[src/rtl/core/cuvw_pkg.sv]
// ============================================================================
// cuvw_pkg: shared types, constants and coefficient tables
// Fixed-point formats and per-sector folded coefficients, built at elaboration.
// ============================================================================
package cuvw_pkg;

	// fixed-point formats
	localparam int FRAC_BITS      = 6;
	localparam int COEF_FRAC_BITS = 16;

	localparam int POS_W   = 18;
	localparam int SEC_W   = 3;
	localparam int COEF_W  = COEF_FRAC_BITS + 3;
	localparam int CONST_W = FRAC_BITS + COEF_FRAC_BITS + 10;
	localparam int PROD_W  = POS_W + COEF_W;
	localparam int ACC_W   = PROD_W + 2;
	localparam int SQ_W    = 2 * POS_W;
	localparam int CMP_W   = SQ_W + 1;

	localparam int NUM_SECTORS = 6;

	// hit queue between front and back
	localparam int QDEPTH = 4;
	localparam int QPTR_W = $clog2(QDEPTH);
	localparam int QCNT_W = $clog2(QDEPTH + 1);

	typedef logic signed [POS_W-1:0]   pos_t;
	typedef logic        [SEC_W-1:0]   sector_t;
	typedef logic signed [COEF_W-1:0]  coef_t;
	typedef logic signed [CONST_W-1:0] cterm_t;
	typedef logic signed [PROD_W-1:0]  prod_t;
	typedef logic signed [ACC_W-1:0]   acc_t;
	typedef logic        [SQ_W-1:0]    sq_t;
	typedef logic        [CMP_W-1:0]   cmp_t;
	typedef logic        [QPTR_W-1:0]  qptr_t;
	typedef logic        [QCNT_W-1:0]  qcnt_t;

	// sector numbers, sector 0 centred on the positive x axis
	localparam sector_t SEC_0 = 3'd0;
	localparam sector_t SEC_1 = 3'd1;
	localparam sector_t SEC_2 = 3'd2;
	localparam sector_t SEC_3 = 3'd3;
	localparam sector_t SEC_4 = 3'd4;
	localparam sector_t SEC_5 = 3'd5;

	localparam pos_t COORD_MAX = 18'sh1FFFF;
	localparam pos_t COORD_MIN = -18'sh20000;

	// classified hit as it travels through the queue
	typedef struct packed {
		pos_t    x;
		pos_t    y;
		pos_t    z;
		sector_t sector;
	} hit_t;

	typedef struct packed {
		logic sat;
		pos_t val;
	} rnd_t;

	typedef struct packed {
		coef_t  ux;
		coef_t  uy;
		coef_t  uz;
		coef_t  vx;
		coef_t  vy;
		coef_t  vz;
		coef_t  wx;
		coef_t  wy;
		coef_t  wz;
		cterm_t uc;
		cterm_t vc;
		cterm_t wc;
	} coef_set_t;

	// geometry in Q24
	localparam longint Q_ONE          = 64'sd16777216;
	localparam longint Q_HALF         = 64'sd8388608;
	localparam longint SQ3_HALF       = 64'sd14529495;
	localparam longint COS_TILT       = 64'sd15205322;
	localparam longint SIN_TILT       = 64'sd7090357;
	localparam longint INV_SINRHO     = 64'sd18848145;
	localparam longint INV_TGRHO      = 64'sd8589385;
	localparam longint INV_TWO_COSRHO = 64'sd18407575;
	localparam longint Y_HI_Q         = 64'sd3186932843;
	localparam longint Y_LO_Q         = -64'sd3069794320;

	// divide by 2^s, nearest, ties away from zero
	function automatic longint round_shift(input longint v, input int s);
		longint r;
		if (s == 0) begin
			r = v;
		end else begin
			r = v + (longint'(1) << (s - 1));
			if (v < 0)
				r = r - longint'(1);
			r = r >>> s;
		end
		return r;
	endfunction

	function automatic longint mul_q24(input longint a, input longint b);
		return round_shift(a * b, 24);
	endfunction

	function automatic longint to_coef(input longint q24);
		return round_shift(q24, 24 - COEF_FRAC_BITS);
	endfunction

	function automatic longint to_const(input longint q24cm);
		return round_shift(q24cm * (longint'(1) << FRAC_BITS), 24 - COEF_FRAC_BITS);
	endfunction

	function automatic coef_set_t sector_coefs(input int k);
		longint c;
		longint s;
		longint ctc;
		longint cts;
		longint a1;
		longint a2;
		longint str;
		longint c1;
		coef_set_t r;
		case (k)
			0: begin c = Q_ONE;   s = 0;         end
			1: begin c = Q_HALF;  s = SQ3_HALF;  end
			2: begin c = -Q_HALF; s = SQ3_HALF;  end
			3: begin c = -Q_ONE;  s = 0;         end
			4: begin c = -Q_HALF; s = -SQ3_HALF; end
			default: begin c = Q_HALF; s = -SQ3_HALF; end
		endcase
		ctc  = mul_q24(COS_TILT, c);
		cts  = mul_q24(COS_TILT, s);
		a1   = mul_q24(ctc, INV_TGRHO);
		a2   = mul_q24(cts, INV_TGRHO);
		str  = mul_q24(SIN_TILT, INV_TGRHO);
		c1   = mul_q24(2 * Y_HI_Q - Y_LO_Q, INV_TGRHO);
		r.ux = COEF_W'(to_coef(mul_q24(ctc, INV_SINRHO)));
		r.uy = COEF_W'(to_coef(mul_q24(cts, INV_SINRHO)));
		r.uz = COEF_W'(to_coef(-mul_q24(SIN_TILT, INV_SINRHO)));
		r.uc = CONST_W'(to_const(mul_q24(-Y_LO_Q, INV_SINRHO)));
		r.vx = COEF_W'(to_coef(s - a1));
		r.vy = COEF_W'(to_coef(-c - a2));
		r.vz = COEF_W'(to_coef(str));
		r.vc = CONST_W'(to_const(c1));
		r.wx = COEF_W'(to_coef(mul_q24(-s - a1, INV_TWO_COSRHO)));
		r.wy = COEF_W'(to_coef(mul_q24(c - a2, INV_TWO_COSRHO)));
		r.wz = COEF_W'(to_coef(mul_q24(str, INV_TWO_COSRHO)));
		r.wc = CONST_W'(to_const(mul_q24(c1, INV_TWO_COSRHO)));
		return r;
	endfunction

	localparam coef_set_t COEF_TAB [NUM_SECTORS] = '{
		sector_coefs(0), sector_coefs(1), sector_coefs(2),
		sector_coefs(3), sector_coefs(4), sector_coefs(5)
	};

	localparam acc_t ACC_ONE  = acc_t'(1);
	localparam acc_t ACC_HALF = acc_t'(longint'(1) << (COEF_FRAC_BITS - 1));

	// round accumulator to an integer coordinate, then clip
	function automatic rnd_t round_sat(input acc_t acc);
		acc_t t;
		rnd_t r;
		t = acc + ACC_HALF;
		if (acc[ACC_W-1])
			t = t - ACC_ONE;
		t = t >>> COEF_FRAC_BITS;
		if (t > acc_t'(COORD_MAX)) begin
			r.sat = 1'b1;
			r.val = COORD_MAX;
		end else if (t < acc_t'(COORD_MIN)) begin
			r.sat = 1'b1;
			r.val = COORD_MIN;
		end else begin
			r.sat = 1'b0;
			r.val = t[POS_W-1:0];
		end
		return r;
	endfunction

endpackage

[src/rtl/core/cuvw_front.sv]
// ============================================================================
// cuvw_front: hit intake and sector classification
// Squares x and y in one registered stage, then sorts the hit into a sector.
// ============================================================================
module cuvw_front
	import cuvw_pkg::*;
(
	input  logic clk,
	input  logic arst_n,
	input  logic in_valid,
	output logic in_ready,
	input  pos_t x_pos,
	input  pos_t y_pos,
	input  pos_t z_pos,
	output logic out_valid,
	input  logic out_ready,
	output hit_t out_hit
);

	logic        valid_s1;
	pos_t        x_s1;
	pos_t        y_s1;
	pos_t        z_s1;
	sq_t         x2_s1;
	sq_t         y2_s1;
	logic signed [SQ_W-1:0] xw;
	logic signed [SQ_W-1:0] yw;
	cmp_t        x2c;
	cmp_t        y3c;
	sector_t     sec;

	assign in_ready = !valid_s1 || out_ready;
	assign xw = SQ_W'(x_pos);
	assign yw = SQ_W'(y_pos);

	always_ff @(posedge clk or negedge arst_n) begin
		if (!arst_n) begin
			valid_s1 <= 1'b0;
		end else if (in_ready) begin
			valid_s1 <= in_valid;
		end
	end

	always_ff @(posedge clk) begin
		if (in_ready && in_valid) begin
			x_s1  <= x_pos;
			y_s1  <= y_pos;
			z_s1  <= z_pos;
			x2_s1 <= sq_t'(xw * xw);
			y2_s1 <= sq_t'(yw * yw);
		end
	end

	// compare 3*y^2 with x^2 against the 30-degree lines
	always_comb begin
		x2c = CMP_W'(x2_s1);
		y3c = CMP_W'(y2_s1) + (CMP_W'(y2_s1) << 1);
		if (x_s1 == '0 && y_s1 == '0)
			sec = SEC_0;
		else if (y3c < x2c)
			sec = (x_s1 > 0) ? SEC_0 : SEC_3;
		else if (y_s1 > 0)
			sec = (x_s1 > 0) ? SEC_1 : SEC_2;
		else
			sec = (x_s1 < 0) ? SEC_4 : SEC_5;
	end

	assign out_valid      = valid_s1;
	assign out_hit.x      = x_s1;
	assign out_hit.y      = y_s1;
	assign out_hit.z      = z_s1;
	assign out_hit.sector = sec;

endmodule

[config.mk]
export PLATFORM = sky130hd
export DESIGN_NAME = cuvw_front
export DESIGN_NICKNAME = d
export VERILOG_FILES = /design/src/rtl/core/cuvw_pkg.sv /design/src/rtl/core/cuvw_front.sv
export SDC_FILE = /design/constraint.sdc
export NUM_CORES = 2
export LEC_CHECK = 0
export BUFFER_PORTS_ARGS = -buffer_cell sky130_fd_sc_hd__buf_2
export CAP_MARGIN = 20
export CORE_ASPECT_RATIO = 0.5
export CORE_MARGIN = 1.5
export CORE_UTILIZATION = 25
export CTS_CLUSTER_SIZE = 30
export DETAILED_ROUTE_END_ITERATION = 16
export PLACE_DENSITY = 0.43
export SYNTH_ARGS = -nofsm -noshare
export SYNTH_HDL_FRONTEND = slang
export SYNTH_SLANG_ARGS = --single-unit
[constraint.sdc]
create_clock -name clk -period 10.74 [get_ports clk]
set_clock_uncertainty 0.15 [all_clocks]
set_input_delay 3.222 -clock clk [delete_from_list [all_inputs] [get_ports clk]]
set_output_delay 3.222 -clock clk [all_outputs]
set_load 0.01 [all_outputs]
==> flow_results.org <==
** GRT
- The first global-routing pass estimated 115 mm of wire.
- Entering global routing, the biggest net connects 66 pins.
- In the global route stage, overall resource usage came out at 0.124.
- The initial antenna violation count is 2.
- GRT Residual Overflow :: 0
- Via count of the first global-routing pass :: 20600

** Hold path
- The path class of the tightest hold or removal check is register to register.

** Floorplan
- Measured along the x axis, the die boundary spans 480 um.
- I/O pin count :: 117
- The floorplan has 87 rows.
- In this run the vertical extent of the chip is 242 um.
- Overall die area :: 116000 um2
- For this configuration, the core starts out at a cell density of 0.252.
- CORE AREA :: roughly 110000 um2

** Synth
- YS warnings :: 0
- Number of cells produced by synthesis :: 2932
- The synthesized netlist occupies a cell area of approximately 28000 um2.
- Count of flip-flops with a built-in enable after synthesis :: around 120
- Total of flip-flops plus latches after synthesis :: between 100 and 150
- Post-synthesis cell type count :: a little under 80
- Portion of the post-synthesis area used by sequential elements :: 0.130
- For this run, the leading register cell type out of synthesis is sky130_fd_sc_hd__edfxtp_1.
- The most common cell in the synthesized netlist is sky130_fd_sc_hd__inv_1.
- Post-synthesis cell type with the largest combined area :: sky130_fd_sc_hd__fa_1
- Async S/R FF share, synth :: 0.00813
- Ranked by instance count, the synthesized netlist is headed by sky130_fd_sc_hd__inv_1 (876), sky130_fd_sc_hd__fa_1 (588), sky130_fd_sc_hd__ha_1 (281).
- In this run the mean area of a mapped cell was 9.71 um2.
- Syn_nets :: 3859
- The share of synthesized area in the top cell type comes to 0.414.
- By area the synthesized netlist is led by sky130_fd_sc_hd__fa_1 (41%), sky130_fd_sc_hd__edfxtp_1 (13%), sky130_fd_sc_hd__ha_1 (12%).

** Clock network
- The root buffer cell chosen for the clock tree is sky130_fd_sc_hd__clkbuf_16.
- Once the clock tree was built, the setup fixing pass inserted 0 buffers.
- Clock input transition at the sequential cells of the worst setup and hold paths :: 0.06 ns
- CTS buffer count :: 17
- Number of sinks on the clock net :: around 120
- Later-pin clock latency in the skew report :: 0.46 ns
- Hold-fix buffers, CTS :: 0
- Number of buffers on the longest clock path :: 2
- In this run the number of H-tree levels came out at 4.
- Post-cts sizing count :: 0
- TritonCTS built the clock tree.

** Detailed routing
- The pre-antenna-repair detailed-routing pass consisted of 4 iterations.
- The detail route stage leaves a number of antenna-violating nets equal to 0.
- Vias per inst :: 4.10
- DR iter-0 viols :: 603
- WL/cell :: 15.0 um
- Final routed DRC violation total :: 0
- The final layout contains routed wiring with a total length of approximately 70 mm.
- Total number of vias :: 18600

** STA
- The number of max-slew violations in the final report was 0.
- Clock period minus final worst setup slack :: roughly 9.4 ns
- Setup repair after global routing left no endpoint under its margin.
- Highest achievable clock rate :: 106 MHz
- Period Utilization, post-route :: 0.876
- Setup violations remaining at the end of the flow were counted as 0.
- Summed over all failing endpoints, the final setup total negative slack is 0 ns.
- Pin slew with the least headroom to its limit :: 0.931 ns
- Final hold violations :: 0
- The worst pin sits at a relative slew slack of 0.379.

** Place
- After detailed placement, the total cell area comes to 30800 um2.
- During placement, the flow inserted port buffers numbering 116.
- Half-perimeter wire length after detailed placement :: 58.0 mm
- The congestion estimate from routability-driven global placement came to 0.811.

** Cells and area
- Number of nets in the layout :: 3945
- 0 antenna diodes ended up in the layout.
- Relative to the synthesized area, the layout overhead comes to 10.4%.
- Util after Layout :: 0.279
- In the final layout, the share of cells above drive strength 1 is 0.0653.
- Post-layout instance area :: roughly 31000 um2

** Critical path
- Worst-case register-to-register setup slack :: 8.12 ns
- Worst Setup Path Type :: input pin to register
- STA puts the critical path data required time at roughly 11 ns.
- Crit path max-delay family :: adder cells
- The critical path starts at y_pos[6].
- Walking the worst path, the cells encountered are buf_2 -> nand2_1 -> fa_1 -> inv_1 -> fa_1 -> fa_1 -> fa_1 -> fa_1 -> inv_1 -> fa_1 -> inv_1 -> ha_1 -> nand2_1 -> o21ai_2 -> or4_1 -> a311oi_2 -> o21ai_1 -> and2_4 -> a221oi_2 -> xnor2_1.
- Critical Path AT :: 9.47 ns
- Timing endpoint of the critical path :: y2_s1[34]
- Largest stage delay, worst path :: 0.80 ns
- Maximum net fanout on the critical path :: 23
- The worst register-to-register path ends at x2_s1[26].
- WP buf/inv :: 4
- Counting buffers and inverters, the worst setup path is 20 cells deep.
- The most numerous cell type found on the critical path is sky130_fd_sc_hd__fa_1.
- Cell depth of the worst flop-to-flop path :: 3
- Type of element capturing the critical path :: register
- Worst r2r src :: out_valid
- Critical Path Start Type :: input pin
- On the critical path, the stage with the largest delay is an instance of sky130_fd_sc_hd__fa_1.

** Outcome
- Run status :: finished clean

** Flow run
- Max cap viols :: 0
## worst min-delay path by stage
stage | from | to | slack [ns] | cells past startpoint
2_1_floorplan | out_valid | out_valid | 0.47 | 2
3_3_place_gp | out_valid | out_valid | 0.36 | 2
3_5_place_dp | out_valid | out_valid | 0.37 | 2
4_1_cts | out_valid | out_valid | 0.38 | 2
5_1_grt | out_valid | out_valid | 0.42 | 2
6_report | out_valid | out_valid | 0.38 | 2
## cell type report
cell class	count	area [um2]
Clock buffer	22	484
Clock inverter	10	115
Fill cell	12100	81400
Inverter	876	3290
Multi-Input combinational cell	1865	21200
Sequential cell	123	3690
Tap cell	1513	1890
Timing Repair Buffer	135	723
## sequential cells by signal, indices dropped and copies added (netlist names)
register	count
out_valid	1
z_s1	18
y2_s1	34
x2_s1	34
y_s1	18
x_s1	18
## placed cells by master, fill, tap and decap left out, drive strengths merged, types with 15 or more instances in the layout
cell type / count
inv: 876
fa: 588
ha: 281
nand2: 245
buf: 135
edfxtp: 122
xnor2: 100
and2: 95
a21oi: 94
nor2: 86
a21o: 52
o21ai: 44
nor2b: 29
xor2: 29
nand2b: 23
clkbuf: 22
nand3: 20
o21bai: 19
nor3: 17
nand4: 15
## cells by family (layout without fill, tap and decap cells)
logic type	Yosys count	after routing	synth area share
buffers and inverters	944	1043	0.125
multiplexers	5	5	0.00176
AND/OR/NAND/NOR	568	568	0.0950
XOR/XNOR	129	129	0.0397
other	1	1	0.000132
adder cells (fa/ha/maj)	869	869	0.537
flip-flops	123	123	0.130
AO/OA/AOI/OAI	293	293	0.0720
## per-layer routing
metal / global-route usage / up-vias / part of all wire
met3: 0.0159 / 33 / 0.024
met2: 0.196 / 170 / 0.45
met4: 0.0199 / 4 / 0.0093
li1: - / 9019 / -
met1: 0.183 / 9398 / 0.52
met5: 0 / - / 0.00025
## stage by stage
step           std cells  hold WS, ns  setup slack (ns)
4_1_cts             4544        0.382              1.30
6_report            4544        0.379              1.33
5_1_grt             4544        0.421             0.949
2_1_floorplan       2932        0.472              1.21
3_3_place_gp        4512        0.357             0.817
3_5_place_dp        4512        0.366             0.777
## tightest hold or removal path: cells and delay by family (launching register included)
| kind | cells | cell delay, ns |
|---|---|---|
| simple gates | 2 | 0.16 |
| flops | 1 | 0.34 |
Power is not shown: default switching activity piles up to over one toggle a cycle in this logic, so the estimate is an artifact.
