===== config.mk =====
export PLATFORM = sky130hd
export DESIGN_NAME = cuvw_queue
export DESIGN_NICKNAME = d
export VERILOG_FILES = /design/src/rtl/core/cuvw_pkg.sv /design/src/rtl/core/cuvw_queue.sv
export SDC_FILE = /design/constraint.sdc
export NUM_CORES = 1
export LEC_CHECK = 0
export BUFFER_PORTS_ARGS = -buffer_cell sky130_fd_sc_hd__buf_2
export CAP_MARGIN = 0
export CORE_MARGIN = 5
export CORE_UTILIZATION = 35
export CTS_BUF_LIST = sky130_fd_sc_hd__clkbuf_4 sky130_fd_sc_hd__clkbuf_8
export DETAILED_ROUTE_END_ITERATION = 12
export SETUP_SLACK_MARGIN = 0.15
export SLEW_MARGIN = 30
export SYNTH_ARGS = -nofsm -noshare
export SYNTH_HDL_FRONTEND = slang
export SYNTH_SLANG_ARGS = --single-unit
export TNS_END_PERCENT = 50

===== constraint.sdc =====
create_clock -name clk -period 2.4 [get_ports clk]
set_input_delay 0.36 -clock clk [delete_from_list [all_inputs] [get_ports clk]]
set_output_delay 0.36 -clock clk [all_outputs]
set_load 0.02 [all_outputs]

===== src/rtl/core/cuvw_pkg.sv =====
// ============================================================================
// cuvw_pkg: shared types, constants and coefficient tables
// Fixed-point formats and per-sector folded coefficients, built at elaboration.
// ============================================================================
package cuvw_pkg;

	// fixed-point formats
	localparam int FRAC_BITS      = 6;
	localparam int COEF_FRAC_BITS = 16;

	localparam int POS_W   = 18;
	localparam int SEC_W   = 3;
	localparam int COEF_W  = COEF_FRAC_BITS + 3;
	localparam int CONST_W = FRAC_BITS + COEF_FRAC_BITS + 10;
	localparam int PROD_W  = POS_W + COEF_W;
	localparam int ACC_W   = PROD_W + 2;
	localparam int SQ_W    = 2 * POS_W;
	localparam int CMP_W   = SQ_W + 1;

	localparam int NUM_SECTORS = 6;

	// hit queue between front and back
	localparam int QDEPTH = 4;
	localparam int QPTR_W = $clog2(QDEPTH);
	localparam int QCNT_W = $clog2(QDEPTH + 1);

	typedef logic signed [POS_W-1:0]   pos_t;
	typedef logic        [SEC_W-1:0]   sector_t;
	typedef logic signed [COEF_W-1:0]  coef_t;
	typedef logic signed [CONST_W-1:0] cterm_t;
	typedef logic signed [PROD_W-1:0]  prod_t;
	typedef logic signed [ACC_W-1:0]   acc_t;
	typedef logic        [SQ_W-1:0]    sq_t;
	typedef logic        [CMP_W-1:0]   cmp_t;
	typedef logic        [QPTR_W-1:0]  qptr_t;
	typedef logic        [QCNT_W-1:0]  qcnt_t;

	// sector numbers, sector 0 centred on the positive x axis
	localparam sector_t SEC_0 = 3'd0;
	localparam sector_t SEC_1 = 3'd1;
	localparam sector_t SEC_2 = 3'd2;
	localparam sector_t SEC_3 = 3'd3;
	localparam sector_t SEC_4 = 3'd4;
	localparam sector_t SEC_5 = 3'd5;

	localparam pos_t COORD_MAX = 18'sh1FFFF;
	localparam pos_t COORD_MIN = -18'sh20000;

	// classified hit as it travels through the queue
	typedef struct packed {
		pos_t    x;
		pos_t    y;
		pos_t    z;
		sector_t sector;
	} hit_t;

	typedef struct packed {
		logic sat;
		pos_t val;
	} rnd_t;

	typedef struct packed {
		coef_t  ux;
		coef_t  uy;
		coef_t  uz;
		coef_t  vx;
		coef_t  vy;
		coef_t  vz;
		coef_t  wx;
		coef_t  wy;
		coef_t  wz;
		cterm_t uc;
		cterm_t vc;
		cterm_t wc;
	} coef_set_t;

	// geometry in Q24
	localparam longint Q_ONE          = 64'sd16777216;
	localparam longint Q_HALF         = 64'sd8388608;
	localparam longint SQ3_HALF       = 64'sd14529495;
	localparam longint COS_TILT       = 64'sd15205322;
	localparam longint SIN_TILT       = 64'sd7090357;
	localparam longint INV_SINRHO     = 64'sd18848145;
	localparam longint INV_TGRHO      = 64'sd8589385;
	localparam longint INV_TWO_COSRHO = 64'sd18407575;
	localparam longint Y_HI_Q         = 64'sd3186932843;
	localparam longint Y_LO_Q         = -64'sd3069794320;

	// divide by 2^s, nearest, ties away from zero
	function automatic longint round_shift(input longint v, input int s);
		longint r;
		if (s == 0) begin
			r = v;
		end else begin
			r = v + (longint'(1) << (s - 1));
			if (v < 0)
				r = r - longint'(1);
			r = r >>> s;
		end
		return r;
	endfunction

	function automatic longint mul_q24(input longint a, input longint b);
		return round_shift(a * b, 24);
	endfunction

	function automatic longint to_coef(input longint q24);
		return round_shift(q24, 24 - COEF_FRAC_BITS);
	endfunction

	function automatic longint to_const(input longint q24cm);
		return round_shift(q24cm * (longint'(1) << FRAC_BITS), 24 - COEF_FRAC_BITS);
	endfunction

	function automatic coef_set_t sector_coefs(input int k);
		longint c;
		longint s;
		longint ctc;
		longint cts;
		longint a1;
		longint a2;
		longint str;
		longint c1;
		coef_set_t r;
		case (k)
			0: begin c = Q_ONE;   s = 0;         end
			1: begin c = Q_HALF;  s = SQ3_HALF;  end
			2: begin c = -Q_HALF; s = SQ3_HALF;  end
			3: begin c = -Q_ONE;  s = 0;         end
			4: begin c = -Q_HALF; s = -SQ3_HALF; end
			default: begin c = Q_HALF; s = -SQ3_HALF; end
		endcase
		ctc  = mul_q24(COS_TILT, c);
		cts  = mul_q24(COS_TILT, s);
		a1   = mul_q24(ctc, INV_TGRHO);
		a2   = mul_q24(cts, INV_TGRHO);
		str  = mul_q24(SIN_TILT, INV_TGRHO);
		c1   = mul_q24(2 * Y_HI_Q - Y_LO_Q, INV_TGRHO);
		r.ux = COEF_W'(to_coef(mul_q24(ctc, INV_SINRHO)));
		r.uy = COEF_W'(to_coef(mul_q24(cts, INV_SINRHO)));
		r.uz = COEF_W'(to_coef(-mul_q24(SIN_TILT, INV_SINRHO)));
		r.uc = CONST_W'(to_const(mul_q24(-Y_LO_Q, INV_SINRHO)));
		r.vx = COEF_W'(to_coef(s - a1));
		r.vy = COEF_W'(to_coef(-c - a2));
		r.vz = COEF_W'(to_coef(str));
		r.vc = CONST_W'(to_const(c1));
		r.wx = COEF_W'(to_coef(mul_q24(-s - a1, INV_TWO_COSRHO)));
		r.wy = COEF_W'(to_coef(mul_q24(c - a2, INV_TWO_COSRHO)));
		r.wz = COEF_W'(to_coef(mul_q24(str, INV_TWO_COSRHO)));
		r.wc = CONST_W'(to_const(mul_q24(c1, INV_TWO_COSRHO)));
		return r;
	endfunction

	localparam coef_set_t COEF_TAB [NUM_SECTORS] = '{
		sector_coefs(0), sector_coefs(1), sector_coefs(2),
		sector_coefs(3), sector_coefs(4), sector_coefs(5)
	};

	localparam acc_t ACC_ONE  = acc_t'(1);
	localparam acc_t ACC_HALF = acc_t'(longint'(1) << (COEF_FRAC_BITS - 1));

	// round accumulator to an integer coordinate, then clip
	function automatic rnd_t round_sat(input acc_t acc);
		acc_t t;
		rnd_t r;
		t = acc + ACC_HALF;
		if (acc[ACC_W-1])
			t = t - ACC_ONE;
		t = t >>> COEF_FRAC_BITS;
		if (t > acc_t'(COORD_MAX)) begin
			r.sat = 1'b1;
			r.val = COORD_MAX;
		end else if (t < acc_t'(COORD_MIN)) begin
			r.sat = 1'b1;
			r.val = COORD_MIN;
		end else begin
			r.sat = 1'b0;
			r.val = t[POS_W-1:0];
		end
		return r;
	endfunction

endpackage


===== src/rtl/core/cuvw_queue.sv =====
// ============================================================================
// cuvw_queue: short hit queue
// Decouples the classifier from the arithmetic pipeline.
// ============================================================================
module cuvw_queue
	import cuvw_pkg::*;
(
	input  logic clk,
	input  logic arst_n,
	input  logic push_valid,
	output logic push_ready,
	input  hit_t push_hit,
	output logic pop_valid,
	input  logic pop_ready,
	output hit_t pop_hit
);

	hit_t  mem_q [QDEPTH];
	qptr_t wr_ptr_q;
	qptr_t rd_ptr_q;
	qcnt_t count_q;
	logic  do_push;
	logic  do_pop;

	assign push_ready = (count_q != qcnt_t'(QDEPTH));
	assign pop_valid  = (count_q != '0);
	assign do_push    = push_valid && push_ready;
	assign do_pop     = pop_valid && pop_ready;
	assign pop_hit    = mem_q[rd_ptr_q];

	always_ff @(posedge clk or negedge arst_n) begin
		if (!arst_n) begin
			wr_ptr_q <= '0;
			rd_ptr_q <= '0;
			count_q  <= '0;
		end else begin
			if (do_push)
				wr_ptr_q <= (wr_ptr_q == qptr_t'(QDEPTH - 1)) ? '0 : wr_ptr_q + 1'b1;
			if (do_pop)
				rd_ptr_q <= (rd_ptr_q == qptr_t'(QDEPTH - 1)) ? '0 : rd_ptr_q + 1'b1;
			if (do_push && !do_pop)
				count_q <= count_q + 1'b1;
			else if (do_pop && !do_push)
				count_q <= count_q - 1'b1;
		end
	end

	always_ff @(posedge clk) begin
		if (do_push)
			mem_q[wr_ptr_q] <= push_hit;
	end

endmodule


==> report_table.html <==
<table>
<tr><th>Metric</th><th>Value</th></tr>
<tr><th colspan="2">Detailed routing</th></tr>
<tr><td>Per-cell via count in the routed design</td><td>4.70</td></tr>
<tr><td>Residual antenna-violating net count after detailed routing</td><td>0</td></tr>
<tr><td>Post-detailed-route wirelength per cell</td><td>20.6 microns</td></tr>
<tr><td>Detailed Route Iter0 Violations</td><td>approximately 180</td></tr>
<tr><td>Remaining design rule violation count</td><td>0</td></tr>
<tr><td>Total via count after detailed routing</td><td>4064</td></tr>
<tr><td>Routed WL</td><td>around 18000 microns</td></tr>
<tr><td>Number of search-and-repair iterations in the first detailed-routing pass</td><td>4</td></tr>
<tr><th colspan="2">Clock network</th></tr>
<tr><td>Deepest clock path buffer count</td><td>3</td></tr>
<tr><td>Clk_lat worst skew</td><td>0.51 ns</td></tr>
<tr><td>Clock tree from TritonCTS</td><td>built</td></tr>
<tr><td>CTS Sinks</td><td>about 240</td></tr>
<tr><td>Clock transition at the register clock pins on the worst setup and hold paths after CTS</td><td>0.06 ns</td></tr>
<tr><td>Number of buffers inserted during clock tree synthesis</td><td>39</td></tr>
<tr><td>Number of levels the H-tree was split into</td><td>2</td></tr>
<tr><td>Root Buffer</td><td>clkbuf_8</td></tr>
<tr><th colspan="2">GRT</th></tr>
<tr><td>Antenna violations before repair</td><td>1</td></tr>
<tr><td>Global-route wire length before repair</td><td>27100 microns</td></tr>
<tr><td>Remaining Overflow, GRT</td><td>0</td></tr>
<tr><td>Global-route usage over all layers</td><td>0.126</td></tr>
<tr><td>Vias in the first global route</td><td>about 4600</td></tr>
<tr><td>Maximum number of pins on one net before global-route repair</td><td>28</td></tr>
<tr><th colspan="2">Floorplan</th></tr>
<tr><td>Starting density of the core</td><td>0.356</td></tr>
<tr><td>Count of standard-cell rows</td><td>57</td></tr>
<tr><td>Die Outline Area</td><td>roughly 28000 sq um</td></tr>
<tr><td>Die Height</td><td>167 microns</td></tr>
<tr><td>Total core area</td><td>24300 sq um</td></tr>
<tr><td>Die X-Extent</td><td>167 microns</td></tr>
<tr><td>Top-level I/O count</td><td>120</td></tr>
<tr><th colspan="2">Synth</th></tr>
<tr><td>Flip-flop and latch count after synthesis</td><td>around 240</td></tr>
<tr><td>Share of Yosys cell area claimed by the top area cell type</td><td>0.790</td></tr>
<tr><td>Compound-gate portion of the synthesized area</td><td>0.000867</td></tr>
<tr><td>Net count after synthesis</td><td>~400</td></tr>
<tr><td>Cell accounting for the most synthesized area</td><td>edfxtp_1</td></tr>
<tr><td>Post-synthesis cell type count</td><td>19</td></tr>
<tr><td>XOR/XNOR share of the synthesized area</td><td>0.00303</td></tr>
<tr><td>Multiplexer share of the synthesized area</td><td>0.155</td></tr>
<tr><td>Post-synthesis cell count</td><td>roughly 340</td></tr>
<tr><td>Adder-cell share of the synthesized area</td><td>0.0110</td></tr>
<tr><td>Synth area leaders</td><td>edfxtp_1 79%, mux4_2 15%, dfrtp_1 2.0%, ha_1 0.87%, mux2_2 0.65%</td></tr>
<tr><td>Number of warnings printed during yosys synthesis</td><td>0</td></tr>
<tr><td>Combinational family with the most area after synthesis</td><td>multiplexers</td></tr>
<tr><td>Mapped cell area</td><td>between 8000 and 9000 sq um</td></tr>
<tr><td>Mean instance size in the synthesized netlist</td><td>25.9 sq um</td></tr>
<tr><td>Sequential area share after synthesis</td><td>0.811</td></tr>
<tr><td>Area share of and/or/nand/nor cells after synthesis</td><td>0.00621</td></tr>
<tr><th colspan="2">Final layout</th></tr>
<tr><td>Count of inserted antenna diode cells</td><td>0</td></tr>
<tr><td>Fraction of layout instances using a drive strength above 1</td><td>0.524</td></tr>
<tr><td>Post-layout instance area</td><td>11100 sq um</td></tr>
<tr><td>Fin util</td><td>0.458</td></tr>
<tr><td>Area Overhead vs Synth</td><td>28.5%</td></tr>
<tr><td>Area used by multi-input combinational logic</td><td>~1500 sq um</td></tr>
<tr><td>Fill cell count</td><td>2081</td></tr>
<tr><td>Area used by sequential logic in the layout</td><td>between 7000 and 8000 sq um</td></tr>
<tr><td>Net count, final</td><td>582</td></tr>
<tr><th colspan="2">Setup path</th></tr>
<tr><td>Worst endpoint data arrival time</td><td>1.96 ns</td></tr>
<tr><td>Setup Crit Path Kind</td><td>reg2out</td></tr>
<tr><td>CP Max Fanout</td><td>8</td></tr>
<tr><td>Startpoint types</td><td>register</td></tr>
<tr><td>Worst EP required</td><td>2.04 ns</td></tr>
<tr><td>Type of destination of the critical path</td><td>output pin</td></tr>
<tr><th colspan="2">STA</th></tr>
<tr><td>Final clock period utilization by the worst path</td><td>0.968</td></tr>
<tr><td>Number of hold violations in the final report</td><td>0</td></tr>
<tr><td>F_max</td><td>around 0.43 GHz</td></tr>
<tr><td>Final setup margin</td><td>0.0768 ns</td></tr>
<tr><td>Final Max Tran Viols</td><td>0</td></tr>
<tr><td>Worst relative slew slack</td><td>0.714</td></tr>
<tr><td>Sum of negative setup slack</td><td>0 ns</td></tr>
<tr><td>Unrepaired setup endpoints after global routing</td><td>true</td></tr>
<tr><td>Minimum clock period</td><td>2.32 ns</td></tr>
<tr><td>Setup skew after layout</td><td>between 0.02 and 0.025 ns</td></tr>
<tr><td>Setup violators final</td><td>0</td></tr>
<tr><td>Actual slew at the worst max-slew pin</td><td>around 0.43 ns</td></tr>
<tr><th colspan="2">Pwr</th></tr>
<tr><td>Maximum VDD drop</td><td>roughly 0.61 mV</td></tr>
<tr><td>Net switching power of the design</td><td>4.57 mW</td></tr>
<tr><td>Fraction of power consumed by sequential logic</td><td>0.386</td></tr>
<tr><td>Cell-internal power</td><td>10.2 mW</td></tr>
<tr><td>Clock network fraction of design power</td><td>0.224</td></tr>
<tr><td>Leakage</td><td>3.88 nW</td></tr>
<tr><td>Combinational Power Share</td><td>0.391</td></tr>
<tr><td>Share of total power consumed by net switching</td><td>0.309</td></tr>
<tr><td>Overall power of the completed layout</td><td>14.8 mW</td></tr>
<tr><td>Pwr per Cell Area</td><td>between 1000 and 1500 nW/um^2</td></tr>
<tr><th colspan="2">Placed design</th></tr>
<tr><td>Placement Cell Area</td><td>9810 sq um</td></tr>
<tr><td>RePlAce Congestion</td><td>0.719</td></tr>
<tr><td>IO Port Bufs</td><td>119</td></tr>
<tr><td>HPWL reported at the end of detailed placement</td><td>10500 microns</td></tr>
<tr><td>Dpl ws</td><td>0.267 ns</td></tr>
<tr><th colspan="2">Run status</th></tr>
<tr><td>Outcome</td><td>completed</td></tr>
<tr><th colspan="2">Hold path</th></tr>
<tr><td>Class of the worst hold path</td><td>in2reg</td></tr>
<tr><th colspan="2">Flow run</th></tr>
<tr><td>Max-cap violations</td><td>0</td></tr>
</table>
==> path summary, 6_finish.rpt <==
kind                                         start                       to  slack (ns)  depth (start not counted)
hold reg to reg             count_q[2]$_DFFE_PN0P_   count_q[2]$_DFFE_PN0P_        0.52                          1
max in group asynchronous                   arst_n  rd_ptr_q[0]$_DFFE_PN0P_        1.96                          2
min in group asynchronous                   arst_n   count_q[1]$_DFFE_PN0P_        0.25                          2
setup / recovery           rd_ptr_q[0]$_DFFE_PN0P_              pop_hit[15]        0.08                          4
hold / removal                        push_hit[52]   mem_q[3][52]$_DFFE_PP_        0.07                          1
setup reg to reg            count_q[1]$_DFFE_PN0P_   count_q[2]$_DFFE_PN0P_        0.27                          8
==> critical path, cell delays in order (launching register included) <==
cell and delay [ns]:
dfrtp_4 0.46, buf_4 0.15, buf_16 0.15, mux4_2 0.53, buf_2 0.18
==> cells in the mapped netlist <==
library cell and n:
edfxtp_1 228, mux4_2 57, dfrtp_1 7, ha_1 6, mux2_2 5, and2_1 4
buf_4 4, nor2_1 4, buf_1 3, buf_2 3, inv_1 3, buf_12 2
nand2_1 2, xor2_1 2, a21boi_1 1, buf_6 1, fa_1 1, or3_1 1
xnor2_1 1
==> logic make-up (layout without fill, tap and decap cells) <==
| kind of cell | Yosys count | in the layout |
|---|---|---|
| multiplexers | 62 | 62 |
| XOR/XNOR | 3 | 3 |
| AND/OR/NAND/NOR | 11 | 11 |
| buffers and inverters | 16 | 221 |
| adder cells (fa/ha/maj) | 7 | 7 |
| flip-flops | 235 | 235 |
| AO/OA/AOI/OAI | 1 | 1 |
==> cell usage in the layout, fill, tap and decap left out, types with 2 or more instances in the layout <==
master and instances:
clkbuf_8 40, edfxtp_1 228, buf_12 7, clkbuf_16 2, clkbuf_4 12, mux4_2 57
nor2_1 4, dfrtp_1 4, buf_6 52, ha_1 5, mux2_2 5, buf_4 16
buf_16 6, clkinv_2 7, and2_4 4, xor2_1 2, dfrtp_4 2, clkinv_1 5
buf_2 67, inv_1 3
==> sequential cells by signal (all words and copies together) (netlist names) <==
name,flops
mem_q,228
rd_ptr_q,2
wr_ptr_q,2
count_q,3
==> power groups by stage <==
stage                     clock, mW  combinational (mW)  sequential [mW]
after floorplan                   0                3.06             5.67
after global placement            0                4.45             5.75
after detailed placement          0                4.51             5.82
after CTS                      3.44                5.11             5.72
after global routing           3.66                6.14             5.77
final                          3.30                5.77             5.70
==> per-stage QoR <==
stage                     hold slack [ns]  cells
after floorplan                    0.0644    335
after global placement              0.202    785
after detailed placement            0.208    785
after CTS                          0.0186    862
after global routing               0.0122    864
final                              0.0676    864
==> layer usage <==
layer	track usage	share of wire	up-vias
li1	-	-	1791
met3	0.0410	0.061	22
met2	0.212	0.51	124
met5	0	0.00073	-
met4	0.0342	0.014	2
met1	0.158	0.41	2125
==> what timing repair did <==
| item | CTS | global route |
|---|---|---|
| gates resized for setup | 18 | 97 |
| hold endpoints to repair | 7 | 0 |
| setup buffers | 5 | 0 |
| endpoints found under the setup margin | 57 | 58 |
| hold buffers | 1 | 0 |
| gates cloned | 4 | 2 |
==> final cells by class <==
| cell class | count | share of cell area |
|---|---|---|
| clock buffer | 52 | 0.0575 |
| clock inverter | 15 | 0.00899 |
| inverter | 3 | 0.00101 |
| multi-input combinational | 84 | 0.138 |
| sequential | 235 | 0.632 |
| tap | 324 | 0.0364 |
| timing repair buffer | 151 | 0.126 |
No activity file was read; power rests on OpenSTA's default activity.
